[config.mk]
export PLATFORM = sky130hd
export DESIGN_NAME = accel_activity_window_detector_unit
export DESIGN_NICKNAME = d
export VERILOG_FILES = /design/src/rtl/core/aawd_pkg.sv /design/src/rtl/core/aawd_cfg.sv /design/src/rtl/core/aawd_sumsq.sv /design/src/rtl/core/aawd_isqrt.sv /design/src/rtl/core/aawd_track.sv /design/src/rtl/core/accel_activity_window_detector_unit.sv
export SDC_FILE = /design/constraint.sdc
export NUM_CORES = 2
export LEC_CHECK = 0
export BUFFER_PORTS_ARGS = -buffer_cell sky130_fd_sc_hd__buf_4
export CORE_MARGIN = 3
export CORE_UTILIZATION = 45
export CTS_CLUSTER_DIAMETER = 200
export DETAILED_ROUTE_END_ITERATION = 6
export SYNTH_ARGS = -nofsm -noshare
export SYNTH_HDL_FRONTEND = slang
export SYNTH_SLANG_ARGS = --single-unit
export TNS_END_PERCENT = 20
[constraint.sdc]
create_clock -name clk_i -period 23.1 [get_ports clk_i]
set_input_delay 1.155 -clock clk_i [delete_from_list [all_inputs] [get_ports clk_i]]
set_output_delay 1.155 -clock clk_i [all_outputs]
set_load 0.02 [all_outputs]
[src/rtl/core/aawd_pkg.sv]
// Shared types, constants and register map of the activity window detector.
package aawd_pkg;

  // Axis samples use the low AXIS_W bits, sign extended from the top one.
  localparam int unsigned AXIS_W = 16;

  localparam int unsigned SQ_W   = 32;   // sum of three squares
  localparam int unsigned MAG_W  = 16;   // floor of the square root
  localparam int unsigned IDX_W  = 32;   // sample counter and mark positions
  localparam int unsigned CNT_W  = 6;    // mark count
  localparam int unsigned ADDR_W = 5;

  localparam int unsigned SQRT_STEPS = SQ_W / 2;

  // Register indexes
  localparam logic [2:0] REG_MAG_LEVEL   = 3'd0;
  localparam logic [2:0] REG_JUMP_LEVEL  = 3'd1;
  localparam logic [2:0] REG_MIN_GAP     = 3'd2;
  localparam logic [2:0] REG_MAX_GAP     = 3'd3;
  localparam logic [2:0] REG_CAPTURE     = 3'd4;
  localparam logic [2:0] REG_MARK_LIMIT  = 3'd5;

  // Reset values
  localparam logic [15:0] RST_MAG_LEVEL  = 16'd1005;
  localparam logic [15:0] RST_JUMP_LEVEL = 16'd1200;
  localparam logic [15:0] RST_MIN_GAP    = 16'd30;
  localparam logic [14:0] RST_MAX_GAP    = 15'd400;
  localparam logic [15:0] RST_CAPTURE    = 16'd800;
  localparam logic [5:0]  RST_MARK_LIMIT = 6'd54;

  typedef struct packed {
    logic        [15:0] magnitude_level;
    logic        [15:0] jump_level;
    logic        [15:0] min_gap;
    logic        [14:0] max_gap;
    logic        [15:0] capture_samples;
    logic        [5:0]  mark_limit;
  } cfg_t;

  typedef struct packed {
    logic signed [15:0] accel_x;
    logic signed [15:0] accel_y;
    logic signed [15:0] accel_z;
    logic               force_reset;
  } in_item_t;

  typedef struct packed {
    logic               capture;
    logic signed [15:0] begin_offset;
    logic signed [15:0] end_offset;
  } out_item_t;

endpackage

[src/rtl/core/aawd_cfg.sv]
// APB-style register file for the detector thresholds.
module aawd_cfg (
  input  logic                        clk_i,
  input  logic                        rst_ni,
  input  logic                        psel,
  input  logic                        penable,
  input  logic                        pwrite,
  input  logic [aawd_pkg::ADDR_W-1:0] paddr,
  input  logic [31:0]                 pwdata,
  output logic [31:0]                 prdata,
  output logic                        pready,
  output aawd_pkg::cfg_t              cfg_o
);

  aawd_pkg::cfg_t cfg_q, cfg_d;
  logic [2:0]     idx;
  logic           wr_en;

  assign idx    = paddr[4:2];
  assign pready = 1'b1;
  assign wr_en  = psel && penable && pwrite;

  always_comb begin
    cfg_d = cfg_q;
    if (wr_en) begin
      case (idx)
        aawd_pkg::REG_MAG_LEVEL:  cfg_d.magnitude_level = pwdata[15:0];
        aawd_pkg::REG_JUMP_LEVEL: cfg_d.jump_level      = pwdata[15:0];
        aawd_pkg::REG_MIN_GAP:    cfg_d.min_gap         = pwdata[15:0];
        aawd_pkg::REG_MAX_GAP:    cfg_d.max_gap         = pwdata[14:0];
        aawd_pkg::REG_CAPTURE:    cfg_d.capture_samples = pwdata[15:0];
        aawd_pkg::REG_MARK_LIMIT: cfg_d.mark_limit      = pwdata[5:0];
        default: ;
      endcase
    end
  end

  always_comb begin
    case (idx)
      aawd_pkg::REG_MAG_LEVEL:  prdata = {16'd0, cfg_q.magnitude_level};
      aawd_pkg::REG_JUMP_LEVEL: prdata = {16'd0, cfg_q.jump_level};
      aawd_pkg::REG_MIN_GAP:    prdata = {16'd0, cfg_q.min_gap};
      aawd_pkg::REG_MAX_GAP:    prdata = {17'd0, cfg_q.max_gap};
      aawd_pkg::REG_CAPTURE:    prdata = {16'd0, cfg_q.capture_samples};
      aawd_pkg::REG_MARK_LIMIT: prdata = {26'd0, cfg_q.mark_limit};
      default:                  prdata = 32'd0;
    endcase
  end

  always_ff @(posedge clk_i or negedge rst_ni) begin
    if (!rst_ni) begin
      cfg_q.magnitude_level <= aawd_pkg::RST_MAG_LEVEL;
      cfg_q.jump_level      <= aawd_pkg::RST_JUMP_LEVEL;
      cfg_q.min_gap         <= aawd_pkg::RST_MIN_GAP;
      cfg_q.max_gap         <= aawd_pkg::RST_MAX_GAP;
      cfg_q.capture_samples <= aawd_pkg::RST_CAPTURE;
      cfg_q.mark_limit      <= aawd_pkg::RST_MARK_LIMIT;
    end else begin
      cfg_q <= cfg_d;
    end
  end

  assign cfg_o = cfg_q;

endmodule

[src/rtl/core/aawd_sumsq.sv]
// Sum of three axis squares: axes shift past one shared multiplier, one per cycle.
module aawd_sumsq (
  input  logic                      clk_i,
  input  logic                      rst_ni,
  input  logic                      start_i,
  input  logic [15:0]               ax_i,
  input  logic [15:0]               ay_i,
  input  logic [15:0]               az_i,
  output logic                      done_o,
  output logic [aawd_pkg::SQ_W-1:0] sum_o
);

  logic [2:0][15:0]            axis_q, axis_d;
  logic [1:0]                  step_q, step_d;
  logic                        busy_q, busy_d;
  logic                        done_q, done_d;
  logic [aawd_pkg::SQ_W-1:0]   prod_q, prod_d;
  logic [aawd_pkg::SQ_W-1:0]   acc_q, acc_d;
  logic signed [16:0]          ext;
  logic signed [16:0]          mag17;
  logic [15:0]                 mag;

  // sign extend from the axis width, then take the absolute value
  assign ext   = 17'(signed'(axis_q[0][aawd_pkg::AXIS_W-1:0]));
  assign mag17 = ext[16] ? -ext : ext;
  assign mag   = mag17[15:0];

  always_comb begin
    axis_d = axis_q;
    step_d = step_q;
    busy_d = busy_q;
    prod_d = prod_q;
    acc_d  = acc_q;
    done_d = 1'b0;
    if (start_i) begin
      axis_d = {az_i, ay_i, ax_i};
      step_d = 2'd0;
      busy_d = 1'b1;
    end else if (busy_q) begin
      axis_d = {16'd0, axis_q[2], axis_q[1]};
      prod_d = 32'(mag) * 32'(mag);
      acc_d  = (step_q == 2'd0) ? '0 : acc_q + prod_q;
      step_d = step_q + 2'd1;
      if (step_q == 2'd3) begin
        busy_d = 1'b0;
        done_d = 1'b1;
      end
    end
  end

  always_ff @(posedge clk_i or negedge rst_ni) begin
    if (!rst_ni) begin
      step_q <= '0;
      busy_q <= 1'b0;
      done_q <= 1'b0;
    end else begin
      step_q <= step_d;
      busy_q <= busy_d;
      done_q <= done_d;
    end
  end

  always_ff @(posedge clk_i) begin
    axis_q <= axis_d;
    prod_q <= prod_d;
    acc_q  <= acc_d;
  end

  assign done_o = done_q;
  assign sum_o  = acc_q;

endmodule

[src/rtl/core/aawd_isqrt.sv]
// Bit-serial integer square root: two radicand bits in, one root bit out per cycle.
module aawd_isqrt (
  input  logic                       clk_i,
  input  logic                       rst_ni,
  input  logic                       start_i,
  input  logic [aawd_pkg::SQ_W-1:0]  rad_i,
  output logic                       done_o,
  output logic [aawd_pkg::MAG_W-1:0] root_o
);

  localparam int unsigned REM_W = aawd_pkg::MAG_W + 1;

  logic [aawd_pkg::SQ_W-1:0]  rad_q, rad_d;
  logic [REM_W-1:0]           rem_q, rem_d;
  logic [aawd_pkg::MAG_W-1:0] root_q, root_d;
  logic [3:0]                 cnt_q, cnt_d;
  logic                       busy_q, busy_d;
  logic                       done_q, done_d;
  logic [REM_W+1:0]           remx;
  logic [REM_W+1:0]           trial;
  logic [REM_W+1:0]           diff;

  assign remx  = {rem_q, rad_q[aawd_pkg::SQ_W-1 -: 2]};
  assign trial = {1'b0, root_q, 2'b01};
  assign diff  = remx - trial;

  always_comb begin
    rad_d  = rad_q;
    rem_d  = rem_q;
    root_d = root_q;
    cnt_d  = cnt_q;
    busy_d = busy_q;
    done_d = 1'b0;
    if (start_i) begin
      rad_d  = rad_i;
      rem_d  = '0;
      root_d = '0;
      cnt_d  = '0;
      busy_d = 1'b1;
    end else if (busy_q) begin
      rad_d = {rad_q[aawd_pkg::SQ_W-3:0], 2'b00};
      if (remx >= trial) begin
        rem_d  = diff[REM_W-1:0];
        root_d = {root_q[aawd_pkg::MAG_W-2:0], 1'b1};
      end else begin
        rem_d  = remx[REM_W-1:0];
        root_d = {root_q[aawd_pkg::MAG_W-2:0], 1'b0};
      end
      cnt_d = cnt_q + 4'd1;
      if (cnt_q == 4'(aawd_pkg::SQRT_STEPS - 1)) begin
        busy_d = 1'b0;
        done_d = 1'b1;
      end
    end
  end

  always_ff @(posedge clk_i or negedge rst_ni) begin
    if (!rst_ni) begin
      cnt_q  <= '0;
      busy_q <= 1'b0;
      done_q <= 1'b0;
    end else begin
      cnt_q  <= cnt_d;
      busy_q <= busy_d;
      done_q <= done_d;
    end
  end

  always_ff @(posedge clk_i) begin
    rad_q  <= rad_d;
    rem_q  <= rem_d;
    root_q <= root_d;
  end

  assign done_o = done_q;
  assign root_o = root_q;

endmodule

[src/rtl/core/aawd_track.sv]
// Mark tracking, window capture decision and sample counter.
module aawd_track (
  input  logic                       clk_i,
  input  logic                       rst_ni,
  input  aawd_pkg::cfg_t             cfg_i,
  input  logic                       commit_i,
  input  logic                       force_i,
  input  logic [aawd_pkg::MAG_W-1:0] mag_i,
  output aawd_pkg::out_item_t        res_o
);

  // the previous magnitude of a step is the current one held here
  logic [aawd_pkg::MAG_W-1:0] curr_q, curr_d;
  logic [aawd_pkg::IDX_W-1:0] idx_q, idx_d, first_q, first_d, last_q, last_d;
  logic [aawd_pkg::CNT_W-1:0] cnt_q, cnt_d;

  logic [aawd_pkg::MAG_W-1:0] jump;
  logic                       big_jump, loud, gap_ok, gap_clr, mark, cap;
  logic [aawd_pkg::IDX_W-1:0] gap, first1, last1, first2, last2, amount;
  logic [aawd_pkg::CNT_W-1:0] cnt1, cnt2;
  logic [15:0]                twice_max;

  assign twice_max = {cfg_i.max_gap, 1'b0};

  always_comb begin
    jump     = (mag_i > curr_q) ? mag_i - curr_q : curr_q - mag_i;
    big_jump = jump >= cfg_i.jump_level;
    loud     = (curr_q >= cfg_i.magnitude_level) || (mag_i >= cfg_i.magnitude_level);

    gap     = idx_q - last_q;
    gap_clr = (cnt_q != '0) && (gap >= 32'(twice_max));
    gap_ok  = (cnt_q == '0) ||
              ((gap >= 32'(cfg_i.min_gap)) && (gap <= 32'(cfg_i.max_gap)));

    cnt1   = gap_clr ? '0 : cnt_q;
    first1 = gap_clr ? '0 : first_q;
    last1  = gap_clr ? '0 : last_q;

    mark   = big_jump && loud && gap_ok;
    cnt2   = mark ? cnt1 + 6'd1 : cnt1;
    first2 = (mark && cnt1 == '0) ? idx_q : first1;
    last2  = mark ? idx_q : last1;

    amount = (last2 - first2) + 32'(cnt2) - 32'd1;
    cap    = (cnt2 >= 6'd2) && (amount >= 32'(cfg_i.capture_samples));

    curr_d  = mag_i;
    cnt_d   = cnt2;
    first_d = first2;
    last_d  = last2;
    idx_d   = idx_q + 32'd1;
    res_o   = '0;

    if (cap) begin
      res_o.capture      = 1'b1;
      res_o.begin_offset = signed'(16'(first2 - idx_q));
      res_o.end_offset   = signed'(16'(last2 - idx_q));
      cnt_d   = '0;
      first_d = '0;
      last_d  = '0;
      curr_d  = '0;
    end else if ((cnt2 >= 6'd2) && (cnt2 >= cfg_i.mark_limit)) begin
      cnt_d   = '0;
      first_d = '0;
      last_d  = '0;
    end

    if (force_i) begin
      res_o   = '0;
      curr_d  = '0;
      idx_d   = '0;
      cnt_d   = '0;
      first_d = '0;
      last_d  = '0;
    end
  end

  always_ff @(posedge clk_i or negedge rst_ni) begin
    if (!rst_ni) begin
      curr_q  <= '0;
      idx_q   <= '0;
      cnt_q   <= '0;
      first_q <= '0;
      last_q  <= '0;
    end else if (commit_i) begin
      curr_q  <= curr_d;
      idx_q   <= idx_d;
      cnt_q   <= cnt_d;
      first_q <= first_d;
      last_q  <= last_d;
    end
  end

endmodule

[src/rtl/core/accel_activity_window_detector_unit.sv]
// Top level of the accelerometer activity window detector.
//
//  channel   signals                          direction
//  in        in_valid_i/in_ready_o/in_data_i  sample in, one per transfer
//  out       out_valid_o/out_ready_i/out_data_o  one result per sample
//  cfg       psel/penable/pwrite/paddr/pwdata/prdata/pready  registers
//
// A transferred sample passes the shared squaring multiplier, the root load,
// 16 root steps, the hand-over of the root and the decide.
// A force-reset sample skips the arithmetic and goes straight to the decide.
// One sample in flight; the next is taken once the result lands in the
// output register. A stalled output holds the decide.
// Reset is asynchronous, active low; control state clears at once, data registers do not.
module accel_activity_window_detector_unit (
  input  logic                        clk_i,
  input  logic                        rst_ni,
  input  logic                        in_valid_i,
  output logic                        in_ready_o,
  input  aawd_pkg::in_item_t          in_data_i,
  output logic                        out_valid_o,
  input  logic                        out_ready_i,
  output aawd_pkg::out_item_t         out_data_o,
  input  logic                        psel,
  input  logic                        penable,
  input  logic                        pwrite,
  input  logic [aawd_pkg::ADDR_W-1:0] paddr,
  input  logic [31:0]                 pwdata,
  output logic [31:0]                 prdata,
  output logic                        pready
);

  localparam logic [1:0] ST_IDLE = 2'd0;
  localparam logic [1:0] ST_SQ   = 2'd1;
  localparam logic [1:0] ST_RT   = 2'd2;
  localparam logic [1:0] ST_DEC  = 2'd3;

  logic [1:0]                 state_q, state_d;
  logic                       force_q, force_d;
  logic                       out_valid_q, out_valid_d;
  aawd_pkg::out_item_t        out_q, out_d;
  aawd_pkg::out_item_t        res;
  aawd_pkg::cfg_t             cfg;
  logic                       in_xfer, sq_start, sq_done, rt_done, commit;
  logic [aawd_pkg::SQ_W-1:0]  sum;
  logic [aawd_pkg::MAG_W-1:0] mag;

  assign in_ready_o = (state_q == ST_IDLE);
  assign in_xfer    = in_valid_i && in_ready_o;
  assign sq_start   = in_xfer && !in_data_i.force_reset;
  assign commit     = (state_q == ST_DEC) && (!out_valid_q || out_ready_i);

  aawd_cfg u_cfg (
    .clk_i   (clk_i),
    .rst_ni  (rst_ni),
    .psel    (psel),
    .penable (penable),
    .pwrite  (pwrite),
    .paddr   (paddr),
    .pwdata  (pwdata),
    .prdata  (prdata),
    .pready  (pready),
    .cfg_o   (cfg)
  );

  aawd_sumsq u_sumsq (
    .clk_i   (clk_i),
    .rst_ni  (rst_ni),
    .start_i (sq_start),
    .ax_i    (in_data_i.accel_x),
    .ay_i    (in_data_i.accel_y),
    .az_i    (in_data_i.accel_z),
    .done_o  (sq_done),
    .sum_o   (sum)
  );

  aawd_isqrt u_isqrt (
    .clk_i   (clk_i),
    .rst_ni  (rst_ni),
    .start_i (sq_done),
    .rad_i   (sum),
    .done_o  (rt_done),
    .root_o  (mag)
  );

  aawd_track u_track (
    .clk_i    (clk_i),
    .rst_ni   (rst_ni),
    .cfg_i    (cfg),
    .commit_i (commit),
    .force_i  (force_q),
    .mag_i    (mag),
    .res_o    (res)
  );

  always_comb begin
    state_d     = state_q;
    force_d     = force_q;
    out_valid_d = out_valid_q;
    out_d       = out_q;
    if (out_valid_q && out_ready_i) begin
      out_valid_d = 1'b0;
    end
    case (state_q)
      ST_IDLE: begin
        if (in_xfer) begin
          force_d = in_data_i.force_reset;
          state_d = in_data_i.force_reset ? ST_DEC : ST_SQ;
        end
      end
      ST_SQ: begin
        if (sq_done) begin
          state_d = ST_RT;
        end
      end
      ST_RT: begin
        if (rt_done) begin
          state_d = ST_DEC;
        end
      end
      ST_DEC: begin
        if (commit) begin
          out_d       = res;
          out_valid_d = 1'b1;
          state_d     = ST_IDLE;
        end
      end
      default: state_d = ST_IDLE;
    endcase
  end

  always_ff @(posedge clk_i or negedge rst_ni) begin
    if (!rst_ni) begin
      state_q     <= ST_IDLE;
      force_q     <= 1'b0;
      out_valid_q <= 1'b0;
    end else begin
      state_q     <= state_d;
      force_q     <= force_d;
      out_valid_q <= out_valid_d;
    end
  end

  always_ff @(posedge clk_i) begin
    out_q <= out_d;
  end

  assign out_valid_o = out_valid_q;
  assign out_data_o  = out_q;

endmodule

==> impl_metrics.toml <==
[yosys]
synth_edf_count = 176
ys.flop_type = "dfrtp_1"
synth_seq_cells = 426
avgSynthCellArea_sq_um = 9.47
synthesis.area_sq_mm = 0.0364
ys_seq_area_frac = 0.313
postSynth.asyncResetShare = 0.509
synth_cells = 3850
ys_types = 95
yosysWarnings = 0

[final_layout]
drive_gt1_frac = 0.107
layout.nets = 4629
diodes = 0
final_core_util = 0.504
final_common_cell = "inv_1"
final_cells = 5035
synthToLayoutAreaGrowth_pct = 10.2
layout_common_cells = "inv_1, ha_1, nor2_1"

[run]
cap_violations = 0

[status]
status = "finished, final reports clean"

[floorplanning]
start_util = 0.458
die_area_sq_mm = 0.0845
pin_count = 161
die_h_microns = 291
core_area_sq_mm = 0.0796
die_w_microns = 291
rows = 103

[routing]
ant_nets = 0
drt_pass1_iterations = 5
drc_errors = 0
drtIter0Drc = 1791
routed_wl_microns = 91600
avgViaCountPerCell = 5.48
dr_total_vias = 27600
post_drt_wl_per_cell_microns = 18.2

[grt]
overflow = 0
antenna_found_initial = 1
grt_pass1_wl_microns = 149000
grt_max_degree = 101
first_global_vias = 27200
grt_use_total = 0.215

[place]
dp_hpwl_microns = 69600
globalplace.congestion = 0.906
io_buffers = 125
dp_cells = 4939

[setup_path]
worst-path-buf-inv = 7
cpMaxStageDelayCell = "a21oi_2"
cp_top_family = "compound AO/OA/AOI/OAI gates"
max_stage_delay_ps = 900
critical_path_class = "register to register"
cp.arrival_ps = 14030
required_ps = 23640
worst_path_most_repeated_cell = "a21oi_1"
start_kind = "register"
end_kind = "register"
critPathMaxFanout = 46

[sta]
worst_pin_slew_ps = 1130
tns_ps = 0
fin_crit_sh = 0.584
setup_viol = 0
post-route-min-period_ps = 13490
fin_skew_ps = 28.3
drv_slew = 0
final_hold_viol_count = 0
fmax_mhz = 74.1
rsz0062_at_grt = "no"
slew_headroom = 0.248

[clock_tree]
cts_buffer_depth = 3
clock-root-buffer = "clkbuf_16"
cts_tree = "yes"
cts_sinks = 426
clk_pin_slew_worst_paths_ps = 60
ctsHoldBuffers = 0
htreeDepth = 2
cts_resized = 0
numCtsBuffers = 51
post-cts-setup-buffers = 0
clock_latency_ps = 610

[worst_hold_path]
hp-class = "register to register"
[sequential cells by signal, summed over array words and instances (netlist names), 2 cells and up]
register         cells
u_isqrt.rad_q       32
state_q              2
u_sumsq.sum_o       32
u_track.cnt_q        6
u_track.last_q      32
u_track.idx_q       32
u_cfg.cfg_o         85
u_isqrt.root_o      16
u_sumsq.step_q       2
u_track.curr_q      16
u_isqrt.rem_q       17
u_sumsq.axis_q      48
u_track.first_q     32
out_data_o          33
u_isqrt.cnt_q        4
u_sumsq.prod_q      31
[metal layers]
layer  up-vias  track usage  part of all wire
met4         0       0.0405             0.017
met1     13300        0.325              0.50
met2       656        0.316              0.42
met5         -            0                 0
li1      13600            -                 -
met3        85       0.0483             0.070
[area by class of cell]
cell class | count | area (sq um)
sequential | 426 | 11400
inverter | 462 | 1730
tap | 1050 | 1310
fill | 7433 | 39500
clock buffer | 60 | 1340
clock inverter | 36 | 365
multi-input combinational | 2844 | 22800
timing repair buffer | 157 | 1190
[worst paths after layout]
path                                       end  slack [ps]  depth (start not counted)           startpoint
hold / removal             u_track.first_q[16]         480                          2  u_track.first_q[16]
hold reg to reg            u_track.first_q[16]         480                          2  u_track.first_q[16]
setup / recovery              u_track.cnt_q[2]        9610                         56    u_isqrt.root_o[0]
max in group asynchronous    u_track.idx_q[11]       21100                          2               rst_ni
setup reg to reg              u_track.cnt_q[2]        9610                         56    u_isqrt.root_o[0]
min in group asynchronous      u_cfg.cfg_o[21]         560                          1               rst_ni
[metrics by stage]
step           setup slack [ps]  area [sq um]  hold slack, ps
2_1_floorplan             12800         36600             424
4_1_cts                    9560         40200             476
3_3_place_gp               9660         38400             455
3_5_place_dp               9660         38400             462
6_report                   9610         40200             475
5_1_grt                    8400         40200             493
[synth_stat cells, drive strengths merged (12+ instances only)]
library cell	number	area (sq um)
nor2b	41	257
a21oi	177	901
o21bai	29	218
nand2	279	1050
a211oi	29	223
nand3	83	420
nor4	12	90.1
nand4	29	181
clkbuf	95	357
edfxtp	176	5290
or3	14	87.6
and2	37	231
fa	177	3540
o21ai	261	1310
and3	37	231
o22ai	13	81.3
nor3	60	315
or2	14	87.6
buf	50	308
a31oi	25	156
xnor2	127	1110
dfrtp	191	4780
nand2b	46	288
mux2	90	1010
nor2	318	1190
o31ai	12	90.1
dfxtp	33	661
xor2	62	543
mux2i	63	631
dfstp	26	683
o21a	35	263
a22o	76	666
inv	455	1710
ha	417	5220
a21o	93	706
[logic make-up (layout without fill, tap and decap cells)]
logic type / after synthesis / count (layout) / synth area share
AND/OR/NAND/NOR: 996 / 996 / 0.128
buffers and inverters: 607 / 715 / 0.0658
flip-flops: 426 / 426 / 0.313
adder cells (fa/ha/maj): 594 / 594 / 0.240
XOR/XNOR: 189 / 189 / 0.0454
multiplexers: 161 / 161 / 0.0500
AO/OA/AOI/OAI: 875 / 875 / 0.157
other: 2 / 29 / 0.000206
[worst reg2reg max path, delay by kind of cell (launching register included)]
| kind | cells | cell delay, ps |
|---|---|---|
| AOI/OAI and AO/OA | 24 | 5820 |
| xor gates and xnor gates | 2 | 290 |
| adders and majority gates | 7 | 2270 |
| buffers and inverters | 7 | 1380 |
| DFF | 1 | 350 |
| muxes | 1 | 340 |
| and+or+nand+nor | 15 | 2970 |
Power is not shown: default switching activity piles up to over one toggle a cycle in this logic, so the estimate is an artifact.
